**src/hdl/im2col_pkg.sv**
```systemverilog
// Shared types and constants for the im2col tilized address generator.
// Holds the register index codes, the derived geometry struct and the result struct.
// No dependencies.
package im2col_pkg;

    localparam int unsigned TILE_ROW_BYTES = 64;
    localparam int unsigned TILE_ROWS      = 32;
    localparam int unsigned TILE_JUMP      = TILE_ROW_BYTES * (TILE_ROWS - 1);
    localparam int unsigned SETTLE_CYCLES  = 3;

    typedef enum logic [3:0] {
        REG_SRC_BASE_ADDR = 4'd0,
        REG_CHANNELS      = 4'd1,
        REG_IMAGE_HEIGHT  = 4'd2,
        REG_IMAGE_WIDTH   = 4'd3,
        REG_FILTER_ROWS   = 4'd4,
        REG_FILTER_COLS   = 4'd5,
        REG_STRIDE_ROWS   = 4'd6,
        REG_STRIDE_COLS   = 4'd7
    } cfg_reg_t;

    typedef struct packed {
        logic [31:0] src_base;
        logic [6:0]  stick;
        logic [12:0] ih;
        logic [12:0] iw;
        logic [4:0]  fr;
        logic [4:0]  fc;
        logic [4:0]  sr;
        logic [4:0]  sc;
        logic [18:0] row_pitch;
        logic [11:0] sc_stick;
        logic [23:0] sr_pitch;
        logic [30:0] img_pitch;
        logic [8:0]  ntc;
        logic [19:0] row_total;
    } derived_t;

    typedef struct packed {
        logic [31:0] src_addr;
        logic [31:0] dst_addr;
        logic        push_tiles;
        logic        image_last;
    } result_t;

endpackage

```
**src/hdl/im2col_tilized_address_gen.sv**
```systemverilog
// Top level of the im2col tilized address generator: handshakes and the result register.
// Depends on im2col_pkg, im2col_cfg and im2col_walk.
//
// Channel   Direction  Handshake                  Contents
// s_        in         s_tvalid / s_tready        buffer pointer, restart flag
// m_        out        m_tvalid / m_tready        source and destination address, flags
// cfg_      in         cfg_valid / cfg_ready      register index and write data
//
// A request is accepted per cycle while s_tready is high; the output register takes its result.
// The walk state update and the result are formed in the same cycle from the accepted request.
// A stalled output holds its result; a new request is taken in the cycle the result is taken.
// After reset and after every configuration write, s_tready stays low while the derived pitch
// and tile count registers settle. cfg_ready is always high.
module im2col_tilized_address_gen import im2col_pkg::*; #(
    parameter int ADDR_WIDTH = 32
) (
    input  logic        aclk,
    input  logic        aresetn,
    input  logic        s_tvalid,
    output logic        s_tready,
    input  logic [31:0] s_tdata,   // [31:0] buffer_base
    input  logic        s_tuser,   // [0] restart
    output logic        m_tvalid,
    input  logic        m_tready,
    output logic [63:0] m_tdata,   // [31:0] src_addr, [63:32] dst_addr
    output logic        m_tuser,   // [0] push_tiles
    output logic        m_tlast,
    input  logic        cfg_valid,
    output logic        cfg_ready,
    input  logic [3:0]  cfg_index,
    input  logic [31:0] cfg_data
);

    derived_t derived;
    logic     busy;
    logic     accept;
    result_t  result;
    result_t  result_reg;
    logic     out_valid_reg, out_valid_next;

    im2col_cfg u_cfg (
        .aclk      (aclk),
        .aresetn   (aresetn),
        .cfg_valid (cfg_valid),
        .cfg_ready (cfg_ready),
        .cfg_index (cfg_index),
        .cfg_data  (cfg_data),
        .derived   (derived),
        .busy      (busy)
    );

    im2col_walk #(
        .ADDR_WIDTH (ADDR_WIDTH)
    ) u_walk (
        .aclk        (aclk),
        .aresetn     (aresetn),
        .derived     (derived),
        .accept      (accept),
        .restart     (s_tuser),
        .buffer_base (s_tdata),
        .result      (result)
    );

    assign s_tready = !busy && (!out_valid_reg || m_tready);
    assign accept   = s_tvalid && s_tready;

    always_comb begin
        out_valid_next = accept || (out_valid_reg && !m_tready);
    end

    always_ff @(posedge aclk) begin
        if (!aresetn) begin
            out_valid_reg <= 1'b0;
        end else begin
            out_valid_reg <= out_valid_next;
        end
    end

    always_ff @(posedge aclk) begin
        if (accept) begin
            result_reg <= result;
        end
    end

    assign m_tvalid = out_valid_reg;
    assign m_tdata  = {result_reg.dst_addr, result_reg.src_addr};
    assign m_tuser  = result_reg.push_tiles;
    assign m_tlast  = result_reg.image_last;

    assert property (@(posedge aclk) !aresetn |=> !s_tready)
        else $error("Requests accepted before the derived configuration settled after reset.");

    assert property (@(posedge aclk) disable iff (!aresetn)
        accept |=> m_tvalid)
        else $error("Accepted request produced no result.");

    assert property (@(posedge aclk) disable iff (!aresetn)
        cfg_valid |=> !s_tready)
        else $error("Request accepted while configuration was settling.");

endmodule

```
**src/hdl/im2col_cfg.sv**
```systemverilog
// Configuration registers and the registered pipeline that derives pitches and tile counts.
// Depends on im2col_pkg.
module im2col_cfg import im2col_pkg::*; (
    input  logic        aclk,
    input  logic        aresetn,
    input  logic        cfg_valid,
    output logic        cfg_ready,
    input  logic [3:0]  cfg_index,
    input  logic [31:0] cfg_data,
    output derived_t    derived,
    output logic        busy
);

    logic [31:0] src_base_reg;
    logic [5:0]  channels_reg;
    logic [12:0] image_height_reg;
    logic [12:0] image_width_reg;
    logic [4:0]  filter_rows_reg;
    logic [4:0]  filter_cols_reg;
    logic [4:0]  stride_rows_reg;
    logic [4:0]  stride_cols_reg;
    logic [1:0]  settle_reg;

    logic [12:0] ih, iw;
    logic [4:0]  fr, fc, sr, sc;
    logic [6:0]  stick;

    logic [18:0] row_pitch_reg;
    logic [11:0] sc_stick_reg;
    logic [9:0]  ch_fr_reg;
    logic [23:0] sr_pitch_reg;
    logic [30:0] img_pitch_reg;
    logic [13:0] ntc_prod_reg;
    logic [8:0]  ntc_reg;
    logic [8:0]  ntc_next;

    assign cfg_ready = 1'b1;
    assign busy      = (settle_reg != 2'd0);

    always_ff @(posedge aclk) begin
        if (!aresetn) begin
            src_base_reg     <= '0;
            channels_reg     <= 6'd32;
            image_height_reg <= 13'd1;
            image_width_reg  <= 13'd1;
            filter_rows_reg  <= 5'd1;
            filter_cols_reg  <= 5'd1;
            stride_rows_reg  <= 5'd1;
            stride_cols_reg  <= 5'd1;
            settle_reg       <= 2'(SETTLE_CYCLES);
        end else begin
            if (cfg_valid && cfg_ready) begin
                settle_reg <= 2'(SETTLE_CYCLES);
                unique case (cfg_reg_t'(cfg_index))
                    REG_SRC_BASE_ADDR: src_base_reg     <= cfg_data;
                    REG_CHANNELS:      channels_reg     <= cfg_data[5:0];
                    REG_IMAGE_HEIGHT:  image_height_reg <= cfg_data[12:0];
                    REG_IMAGE_WIDTH:   image_width_reg  <= cfg_data[12:0];
                    REG_FILTER_ROWS:   filter_rows_reg  <= cfg_data[4:0];
                    REG_FILTER_COLS:   filter_cols_reg  <= cfg_data[4:0];
                    REG_STRIDE_ROWS:   stride_rows_reg  <= cfg_data[4:0];
                    REG_STRIDE_COLS:   stride_cols_reg  <= cfg_data[4:0];
                    default: ;
                endcase
            end else if (settle_reg != 2'd0) begin
                settle_reg <= settle_reg - 2'd1;
            end
        end
    end

    always_comb begin
        ih = (image_height_reg == '0) ? 13'd1 :
             (image_height_reg > 13'd4096) ? 13'd4096 : image_height_reg;
        iw = (image_width_reg == '0) ? 13'd1 :
             (image_width_reg > 13'd4096) ? 13'd4096 : image_width_reg;
        fr = (filter_rows_reg == '0) ? 5'd1 :
             (filter_rows_reg > 5'd16) ? 5'd16 : filter_rows_reg;
        fc = (filter_cols_reg == '0) ? 5'd1 :
             (filter_cols_reg > 5'd16) ? 5'd16 : filter_cols_reg;
        sr = (stride_rows_reg == '0) ? 5'd1 : stride_rows_reg;
        sc = (stride_cols_reg == '0) ? 5'd1 : stride_cols_reg;
        stick = {channels_reg, 1'b0};
        if (ntc_prod_reg[13:5] == '0) begin
            ntc_next = 9'd1;
        end else if (ntc_prod_reg[13:5] > 9'd256) begin
            ntc_next = 9'd256;
        end else begin
            ntc_next = ntc_prod_reg[13:5];
        end
    end

    always_ff @(posedge aclk) begin
        row_pitch_reg <= 19'(iw * stick);
        sc_stick_reg  <= 12'(sc * stick);
        ch_fr_reg     <= 10'(channels_reg * fr);
        sr_pitch_reg  <= 24'(sr * row_pitch_reg);
        img_pitch_reg <= 31'(ih * row_pitch_reg);
        ntc_prod_reg  <= 14'(ch_fr_reg * fc);
        ntc_reg       <= ntc_next;
    end

    always_comb begin
        derived.src_base  = src_base_reg;
        derived.stick     = stick;
        derived.ih        = ih;
        derived.iw        = iw;
        derived.fr        = fr;
        derived.fc        = fc;
        derived.sr        = sr;
        derived.sc        = sc;
        derived.row_pitch = row_pitch_reg;
        derived.sc_stick  = sc_stick_reg;
        derived.sr_pitch  = sr_pitch_reg;
        derived.img_pitch = img_pitch_reg;
        derived.ntc       = ntc_reg;
        derived.row_total = {ntc_reg, 11'd0};
    end

    assert property (@(posedge aclk) disable iff (!aresetn)
        cfg_valid |=> busy)
        else $error("Configuration write did not start the settle interval.");

endmodule

```
**src/hdl/im2col_walk.sv**
```systemverilog
// Walk state of the source traversal and destination tile packing, one step per request.
// Depends on im2col_pkg.
module im2col_walk import im2col_pkg::*; #(
    parameter int ADDR_WIDTH = 32
) (
    input  logic        aclk,
    input  logic        aresetn,
    input  derived_t    derived,
    input  logic        accept,
    input  logic        restart,
    input  logic [31:0] buffer_base,
    output result_t     result
);

    logic                  started_reg;
    logic [11:0]           row_index_reg, row_index_next;
    logic [11:0]           col_index_reg, col_index_next;
    logic [3:0]            tap_row_reg, tap_row_next;
    logic [3:0]            tap_col_reg, tap_col_next;
    logic [ADDR_WIDTH-1:0] image_offset_reg, image_offset_next;
    logic [ADDR_WIDTH-1:0] win_row_addr_reg, win_row_addr_next;
    logic [ADDR_WIDTH-1:0] win_addr_reg, win_addr_next;
    logic [ADDR_WIDTH-1:0] tap_row_addr_reg, tap_row_addr_next;
    logic [ADDR_WIDTH-1:0] tap_addr_reg, tap_addr_next;
    logic [ADDR_WIDTH-1:0] wr_addr_reg, wr_addr_next;
    logic [ADDR_WIDTH-1:0] tile_row_start_reg, tile_row_start_next;
    logic [6:0]            tile_row_bytes_reg, tile_row_bytes_next;
    logic [23:0]           tiles_row_bytes_reg, tiles_row_bytes_next;
    logic [7:0]            tile_col_reg, tile_col_next;

    logic [11:0]           row_cur, col_cur;
    logic [3:0]            trow_cur, tcol_cur;
    logic [ADDR_WIDTH-1:0] io_cur, wra_cur, wa_cur, tra_cur, ta_cur, wr_cur, trs_cur;
    logic [6:0]            btr_cur;
    logic [23:0]           br_cur;
    logic [7:0]            tc_cur;
    logic [24:0]           nb;

    function automatic logic [31:0] out32(input logic [ADDR_WIDTH-1:0] a);
        logic [63:0] w;
        w = 64'(a);
        return w[31:0];
    endfunction

    always_comb begin
        if (restart || !started_reg) begin
            row_cur  = '0;
            col_cur  = '0;
            trow_cur = '0;
            tcol_cur = '0;
            io_cur   = '0;
            wra_cur  = '0;
            wa_cur   = '0;
            tra_cur  = '0;
            ta_cur   = '0;
            wr_cur   = '0;
            trs_cur  = '0;
            btr_cur  = '0;
            br_cur   = '0;
            tc_cur   = '0;
        end else begin
            row_cur  = row_index_reg;
            col_cur  = col_index_reg;
            trow_cur = tap_row_reg;
            tcol_cur = tap_col_reg;
            io_cur   = image_offset_reg;
            wra_cur  = win_row_addr_reg;
            wa_cur   = win_addr_reg;
            tra_cur  = tap_row_addr_reg;
            ta_cur   = tap_addr_reg;
            wr_cur   = wr_addr_reg;
            trs_cur  = tile_row_start_reg;
            btr_cur  = tile_row_bytes_reg;
            br_cur   = tiles_row_bytes_reg;
            tc_cur   = tile_col_reg;
        end
        if (br_cur == '0) begin
            wr_cur  = ADDR_WIDTH'(buffer_base);
            trs_cur = ADDR_WIDTH'(buffer_base);
        end

        result.src_addr   = out32(ADDR_WIDTH'(derived.src_base) + ta_cur);
        result.dst_addr   = out32(wr_cur);
        result.push_tiles = 1'b0;
        result.image_last = 1'b0;

        nb                   = {1'b0, br_cur} + 25'(derived.stick);
        tiles_row_bytes_next = nb[23:0];
        tile_row_bytes_next  = btr_cur;
        tile_col_next        = tc_cur;
        wr_addr_next         = wr_cur;
        tile_row_start_next  = trs_cur;
        if (({1'b0, btr_cur} + 8'(derived.stick)) < 8'(TILE_ROW_BYTES)) begin
            tile_row_bytes_next = btr_cur + derived.stick;
            wr_addr_next        = wr_cur + ADDR_WIDTH'(derived.stick);
        end else if (({1'b0, tc_cur} + 9'd1) < derived.ntc) begin
            wr_addr_next        = wr_cur + ADDR_WIDTH'(derived.stick) + ADDR_WIDTH'(TILE_JUMP);
            tile_row_bytes_next = '0;
            tile_col_next       = tc_cur + 8'd1;
        end else if (nb < 25'(derived.row_total)) begin
            tile_row_start_next = trs_cur + ADDR_WIDTH'(TILE_ROW_BYTES);
            wr_addr_next        = trs_cur + ADDR_WIDTH'(TILE_ROW_BYTES);
            tile_col_next       = '0;
            tile_row_bytes_next = '0;
        end else begin
            result.push_tiles    = 1'b1;
            tile_col_next        = '0;
            tile_row_bytes_next  = '0;
            tiles_row_bytes_next = '0;
        end

        row_index_next    = row_cur;
        col_index_next    = col_cur;
        tap_row_next      = trow_cur;
        tap_col_next      = tcol_cur;
        image_offset_next = io_cur;
        win_row_addr_next = wra_cur;
        win_addr_next     = wa_cur;
        tap_row_addr_next = tra_cur;
        tap_addr_next     = ta_cur;
        if (({1'b0, tcol_cur} + 5'd1) < derived.fc) begin
            tap_col_next  = tcol_cur + 4'd1;
            tap_addr_next = ta_cur + ADDR_WIDTH'(derived.stick);
        end else begin
            tap_col_next = '0;
            if (({1'b0, trow_cur} + 5'd1) < derived.fr) begin
                tap_row_next      = trow_cur + 4'd1;
                tap_row_addr_next = tra_cur + ADDR_WIDTH'(derived.row_pitch);
            end else begin
                tap_row_next = '0;
                if ((14'(col_cur) + 14'(derived.sc) + 14'(derived.fc)) <= 14'(derived.iw)) begin
                    col_index_next = col_cur + 12'(derived.sc);
                    win_addr_next  = wa_cur + ADDR_WIDTH'(derived.sc_stick);
                end else begin
                    col_index_next = '0;
                    if ((14'(row_cur) + 14'(derived.sr) + 14'(derived.fr))
                            <= 14'(derived.ih)) begin
                        row_index_next    = row_cur + 12'(derived.sr);
                        win_row_addr_next = wra_cur + ADDR_WIDTH'(derived.sr_pitch);
                    end else begin
                        row_index_next    = '0;
                        result.image_last = 1'b1;
                        image_offset_next = io_cur + ADDR_WIDTH'(derived.img_pitch);
                        win_row_addr_next = io_cur + ADDR_WIDTH'(derived.img_pitch);
                    end
                    win_addr_next = win_row_addr_next;
                end
                tap_row_addr_next = win_addr_next;
            end
            tap_addr_next = tap_row_addr_next;
        end
    end

    always_ff @(posedge aclk) begin
        if (!aresetn) begin
            started_reg <= 1'b0;
        end else if (accept) begin
            started_reg <= 1'b1;
        end
    end

    always_ff @(posedge aclk) begin
        if (accept) begin
            row_index_reg       <= row_index_next;
            col_index_reg       <= col_index_next;
            tap_row_reg         <= tap_row_next;
            tap_col_reg         <= tap_col_next;
            image_offset_reg    <= image_offset_next;
            win_row_addr_reg    <= win_row_addr_next;
            win_addr_reg        <= win_addr_next;
            tap_row_addr_reg    <= tap_row_addr_next;
            tap_addr_reg        <= tap_addr_next;
            wr_addr_reg         <= wr_addr_next;
            tile_row_start_reg  <= tile_row_start_next;
            tile_row_bytes_reg  <= tile_row_bytes_next;
            tiles_row_bytes_reg <= tiles_row_bytes_next;
            tile_col_reg        <= tile_col_next;
        end
    end

    assert property (@(posedge aclk) disable iff (!aresetn)
        accept && result.push_tiles |=> tiles_row_bytes_reg == '0)
        else $error("Row of tiles was pushed but its byte count did not clear.");

    assert property (@(posedge aclk) disable iff (!aresetn)
        accept && result.image_last |=> row_index_reg == '0 && col_index_reg == '0
            && tap_row_reg == '0 && tap_col_reg == '0)
        else $error("Walk did not return to the first window after the last read of an image.");

    assert property (@(posedge aclk) disable iff (!aresetn)
        accept |=> started_reg)
        else $error("Walk not marked started after an accepted request.");

endmodule
```
**config.mk**
```make
export PLATFORM = sky130hd
export DESIGN_NAME = im2col_tilized_address_gen
export DESIGN_NICKNAME = d
export VERILOG_FILES = /design/src/hdl/im2col_pkg.sv /design/src/hdl/im2col_tilized_address_gen.sv /design/src/hdl/im2col_cfg.sv /design/src/hdl/im2col_walk.sv
export SDC_FILE = /design/constraint.sdc
export NUM_CORES = 2
export LEC_CHECK = 0
export BUFFER_PORTS_ARGS = -buffer_cell sky130_fd_sc_hd__buf_2
export CAP_MARGIN = 20
export CORE_UTILIZATION = 44
export CTS_CLUSTER_DIAMETER = 100
export DETAILED_ROUTE_END_ITERATION = 7
export PLACE_DENSITY_LB_ADDON = 0.3
export SYNTH_ARGS = -nofsm -noshare
export SYNTH_HDL_FRONTEND = slang
export SYNTH_SLANG_ARGS = --single-unit
```
**constraint.sdc**
```tcl
create_clock -name aclk -period 9.5 [get_ports aclk]
set_input_delay 0.475 -clock aclk [delete_from_list [all_inputs] [get_ports aclk]]
set_output_delay 0.475 -clock aclk [all_outputs]
set_load 0.01 [all_outputs]
```
-- Word level (Yosys, flattened, before mapping)
Cells that the tools add are included.
- order comparisons: 12
- reductions and logical operators: 32
- $add $sub $neg: 25
- multiply operators: 6
- bitwise operators: 1
- multiplexer cells: 63
- eq/ne operators: 7
- operator list (operator ; count):
    32-bit two-way mux ; 29
    12-bit two-way mux ; 9
    24-bit two-way mux ; 4
    32-bit by 7-bit adder with 32-bit output ; 2
    13-bit two-way mux ; 4
    32-bit by 11-bit adder with 32-bit output (second input constant) ; 1
    32-bit by 12-bit adder with 32-bit output ; 1
    32-bit by 19-bit adder with 32-bit output ; 1
    32-bit by 24-bit adder with 32-bit output ; 1
    32-bit by 31-bit adder with 32-bit output ; 1
    32-bit adder ; 1
    32-bit by 7-bit adder with 32-bit output (second input constant) ; 1
    13-bit by 18-bit multiplier with 30-bit output ; 1
    5-bit two-way mux ; 6
    14-bit by 5-bit adder with 14-bit output ; 2
    14-bit by 13-bit <= comparator with 1-bit output ; 2
    12-bit by 5-bit adder with 13-bit output ; 2
    13-bit greater-than comparator (second input constant) ; 2
    13-bit zero test ; 2
    24-bit by 7-bit adder with 25-bit output ; 1
    25-bit by 20-bit less-than comparator with 1-bit output ; 1
    12-bit by 5-bit adder with 12-bit output ; 2
    24-bit zero test ; 1
    8-bit two-way mux ; 3
    35 further kinds ; 66
- input port bits: 74
- flip-flop bits (word level): 566
- output and inout port bits: 69

-- Longest topological paths before layout
- depth after elaboration: 10
- gate-level depth with buffers: 39
- gate-level depth less buffers: 31

-- By module
From an unflattened synthesis, not the netlist that was laid out.
- cells, all modules: 5960
- area, all modules: 52704.3 µm²
- by module, submodules not included (module ; area each (µm²) ; cells an instance ; instances):
    im2col_walk ; 28900.2 ; 3409 ; 1
    im2col_cfg ; 21762.1 ; 2478 ; 1
    im2col_tilized_address_gen ; 2042.0 ; 73 ; 1

-- Worst setup path before layout
OpenSTA, ideal clock, no wires.
- path type: input to register
- start: input m_tready
- end: register result_reg (netlist bit m_tdata[0]), enable pin
- data arrival time: 7.798 ns
- stages on the path: 4
- library setup time: 0.711 ns
- data required time: 8.789 ns
- path buffers: 0
- setup slack: 0.991 ns
- cell sequence: nand2b_1 and2_1 nand2_1 inv_1
- cells in the longest elaborated chain, start to end: 3
- RTL lines (what ; RTL line ; source):
    start, declared ; im2col_tilized_address_gen.sv:24 ; input logic m_tready,
    1-bit logical OR ; im2col_tilized_address_gen.sv:64 ; assign s_tready = !busy && (!out_valid_reg || m_tready);
    1-bit logical AND ; im2col_tilized_address_gen.sv:64 ;
    named net s_tready ; im2col_tilized_address_gen.sv:20 ; output logic s_tready,
    1-bit logical AND ; im2col_tilized_address_gen.sv:65 ; assign accept = s_tvalid && s_tready;
    named net accept ; im2col_tilized_address_gen.sv:36 ; logic accept;
    end signal, assigned ; im2col_tilized_address_gen.sv:81 ; result_reg <= result;
    end, declared ; im2col_tilized_address_gen.sv:38 ; result_t result_reg;
The timed path passes the listed nets, and every way through them passes these cells.
A chain may end at the register's enable or synchronous reset.

-- Worst setup path in the final report
- start: register u_cfg.stride_cols_reg[1]
- end: register u_walk.tap_addr_reg[30], data pin
- cells in the longest elaborated chain, start to end: 8
- RTL lines (what ; RTL line ; source):
    start, declared ; im2col_cfg.sv:21 ; logic [4:0] stride_cols_reg;
    start signal, assigned ; im2col_cfg.sv:62 ; REG_STRIDE_COLS: stride_cols_reg <= cfg_data[4:0];
    5-bit zero test ; im2col_cfg.sv:81 ; sc = (stride_cols_reg == '0) ? 5'd1 : stride_cols_reg;
    5-bit two-way mux * ; im2col_cfg.sv:81 ;
    12-bit by 5-bit adder with 13-bit output * ; im2col_walk.sv:131 ; if ((14'(col_cur) + 14'(derived.sc) + 14'(derived.fc)) <= 14'(derived.iw)) begin
    14-bit by 5-bit adder with 14-bit output * ; im2col_walk.sv:131 ;
    14-bit by 13-bit <= comparator with 1-bit output * ; im2col_walk.sv:131 ;
    32-bit two-way mux * ; im2col_walk.sv:131 ;
    32-bit two-way mux * ; im2col_walk.sv:126 ; if (({1'b0, trow_cur} + 5'd1) < derived.fr) begin
    32-bit two-way mux * ; im2col_walk.sv:121 ; if (({1'b0, tcol_cur} + 5'd1) < derived.fc) begin
    named net u_walk.tap_addr_next[30] ; im2col_walk.sv:24 ; logic [ADDR_WIDTH-1:0] tap_addr_reg, tap_addr_next;
    end signal, assigned ; im2col_walk.sv:172 ; tap_addr_reg <= tap_addr_next;
    end, declared ; im2col_walk.sv:24 ;
Mark *: on every way through the listed nets, which the timed path passes. The rest lies on a longest branch.

==> metrics.md <==
| Metric | Value |
|---|---|
| Status | `completed` |
| Critical Path AT | `7.92 ns` |
| Nets | `6477` |
| Setup Skew | `0.0406 ns` |
| Synth top area cells | `edfxtp_1, fa_1, ha_1` |
| Core area | `113000 µm²` |
| Top cells by count, synth | `nand2_1, inv_1, ha_1` |
| Relative slew slack | `18.9%` |
| Die W | `340 µm` |
| Drc violations | `0` |
| 1st-iter DRT viols | `3432` |
| Vias in the first global route | `39200` |
| Critical path fanouts, max | `31` |
| Post-DP Area | `52500 µm²` |
| Max FFs per register | `64` |
| Unrepaired setup endpoints after global routing | `false` |
| Gr usage total | `23.9%` |
| RR Startpoint | `u_cfg.stride_cols_reg[1]` |
| Starting Density | `44.5%` |
| Finished Cell Area | `55100 µm²` |
| Layout cell share with drive strength beyond 1 | `7.41%` |
| Worst Hold Class | `in2reg` |
| Post-CTS Hold Buffers | `0` |
| Worst-Margin Slew | `1.21 ns` |
| Die Height | `340 µm` |
| Synth area leader | `edfxtp_1` |
| WL final | `139 mm` |
| Worst-skew pair later-pin latency | `0.67 ns` |
| Placed Cells | `7097` |
| Mean Syn Cell Area | `8.94 µm²` |
| Cts repair resizes | `0` |
| TritonCTS buffer count | `72` |
| Post-CTS Setup Bufs | `0` |
| Worst vdd ir | `0.130 mV` |
| Via count of the routed design | `40100` |
| Hpwl dp | `104 mm` |
| Largest net degree at the start of global routing | `163` |
| CTS max path bufs | `3` |
| Final min period | `7.55 ns` |
| # rows | `123` |
| Worst Setup Start Kind | `flop` |
| Sink Count | `558` |
| Area grow syn2layout | `9.83%` |
| Mapped Area | `50200 µm²` |
| First-pass GRT wire length | `219 mm` |
| Post-synth EDFFs | `360` |
| GPL Wtd Cong | `0.895` |
| Antenna-violating nets left | `0` |
| Main synth FF type | `edfxtp_1` |
| Reg2reg end | `u_walk.tap_addr_reg[30]` |
| Seq cells post-synth | `558` |
| CP max-delay cell | `o41ai_1` |
| Clock transition at the registers of the reported paths | `0.06 ns` |
| Max Cap Viol | `0` |
| CP endpoint | `u_walk.tap_addr_reg[30]` |
| Hold Fails Final Rpt | `0` |
| Slew Viols, Final | `0` |
| DIE AREA | `115000 µm²` |
| Sequential share of the synthesized area | `29.4%` |
| Initial antenna violation count | `4` |
| Most used cell, CP | `nand2_1` |
| Grt ovf | `0` |
| Synth warnings | `0` |
| Power per cell area | `112 nW/µm²` |
| Crit. End Element | `flop` |
| Req. time, crit path | `9.88 ns` |
| Clock Root Buffer | `clkbuf_16` |
| R2R Setup Slk | `1.95 ns` |
| Port Buffers | `141` |
| Drt wl/cell | `19.3 µm` |
| Setup Crit Path Kind | `reg2reg` |
| H-tree levels | `3` |
| Endpoints failing setup | `0` |
| First-pass DRT Iterations | `5` |
| Non-Filler Instances | `7235` |
| Post-synth ARST share | `0%` |
| I/O Pins | `143` |
| Share of the synthesized area in the top cell type | `21.5%` |
| Synthesized netlist cell count | `5614` |
| Fmax | `132 MHz` |
| CTS tree | `yes` |
| Worst Setup SP | `u_cfg.stride_cols_reg[1]` |
| Period utilization | `79.5%` |
| Setup TNS | `0 ns` |
| Netlist cell types | `91` |
| Count leader, synth | `nand2_1` |
| Reg2Reg Depth | `30` |
| Leak Pwr | `0.0247 µW` |
| Synthesized Nets | `6415` |
| CP max stage delay | `0.93 ns` |
| Vias per cell | `5.54` |
[area by class of cell]
| cell class | count | area (µm²) |
|---|---|---|
| Antenna cell | 1 | 2.50 |
| Clock buffer | 99 | 2070 |
| Clock inverter | 33 | 444 |
| Fill cell | 10600 | 57700 |
| Inverter | 566 | 2130 |
| Multi-Input combinational cell | 4257 | 32500 |
| Sequential cell | 558 | 14800 |
| Tap cell | 1500 | 1880 |
| Timing Repair Buffer | 221 | 1350 |
[metrics by stage]
| step | power, µW | setup slack (ns) | hold WS [ns] | utilization (%) |
|---|---|---|---|---|
| floorplan | 3100 | 0.991 | 0.427 | - |
| global placement | 3320 | 2.04 | 0.451 | 46.5 |
| detailed placement | 3330 | 1.97 | 0.443 | 46.6 |
| CTS | 6230 | 1.91 | 0.0362 | 48.8 |
| global route | 6380 | 1.31 | 0.0842 | 48.9 |
| finish | 6190 | 1.95 | 0.0775 | 48.9 |
[routing by layer]
layer  global-route usage [%]  wire [µm]  vias up
li1                         -          -    19100
met1                     33.7      63600    19500
met2                     38.2      63100     1259
met3                     3.21       9370      173
met4                     6.85       3400        0
met5                        0          0        -
[worst min path at each step]
stage / from / to / slack (ns) / cells past startpoint
2_1_floorplan: u_cfg.ntc_prod_reg[5] / u_cfg.ntc_reg[0] / 0.43 / 1
3_3_place_gp: u_cfg.ntc_prod_reg[8] / u_cfg.ntc_reg[3] / 0.45 / 1
3_5_place_dp: u_cfg.ntc_prod_reg[11] / u_cfg.ntc_reg[6] / 0.44 / 1
4_1_cts: cfg_data[26] / u_cfg.src_base_reg[26] / 0.04 / 3
5_1_grt: cfg_data[26] / u_cfg.src_base_reg[26] / 0.08 / 3
6_report: cfg_data[26] / u_cfg.src_base_reg[26] / 0.08 / 3
[power breakdown]
group	total [µW]	internal [µW]	switching, µW
Clock	2900	1760	1140
Combinational	663	213	451
Sequential	2630	2610	15.8
Total	6190	4580	1610
[worst max-delay path, delay by kind of cell (launching register included)]
kind	cells	cell delay, ns
adders and majority gates	4	1.24
AOI/OAI and AO/OA	10	2.94
buffers and inverters	5	1.13
DFF	1	0.41
xor gates and xnor gates	1	0.18
and+or+nand+nor	10	1.38
[layout by cell type, fill, tap and decap left out, types with 73 or more instances in the layout]
cell type / n
inv_1: 561
mux2i_1: 75
nor2b_1: 106
buf_2: 141
o21ai_0: 200
fa_1: 325
nand3_1: 129
dfxtp_1: 198
edfxtp_1: 360
nor3_1: 95
buf_4: 73
a21o_1: 88
xnor2_1: 236
nor2_1: 320
and2_1: 390
nand2_1: 792
a21oi_1: 256
ha_1: 402
xor2_1: 144
clkbuf_16: 75
[logic make-up (layout without fill, tap and decap cells)]
| group | count (synthesis) | in the layout | synth area share [%] |
|---|---|---|---|
| AO/OA/AOI/OAI | 970 | 970 | 12.6 |
| XOR/XNOR | 381 | 381 | 6.67 |
| adder cells (fa/ha/maj) | 727 | 727 | 23.0 |
| AND/OR/NAND/NOR | 2064 | 2064 | 19.9 |
| flip-flops | 558 | 558 | 29.4 |
| buffers and inverters | 799 | 919 | 6.04 |
| multiplexers | 113 | 113 | 2.36 |
| other | 2 | 3 | 0.0150 |
Power figures use the tool's default switching activity.
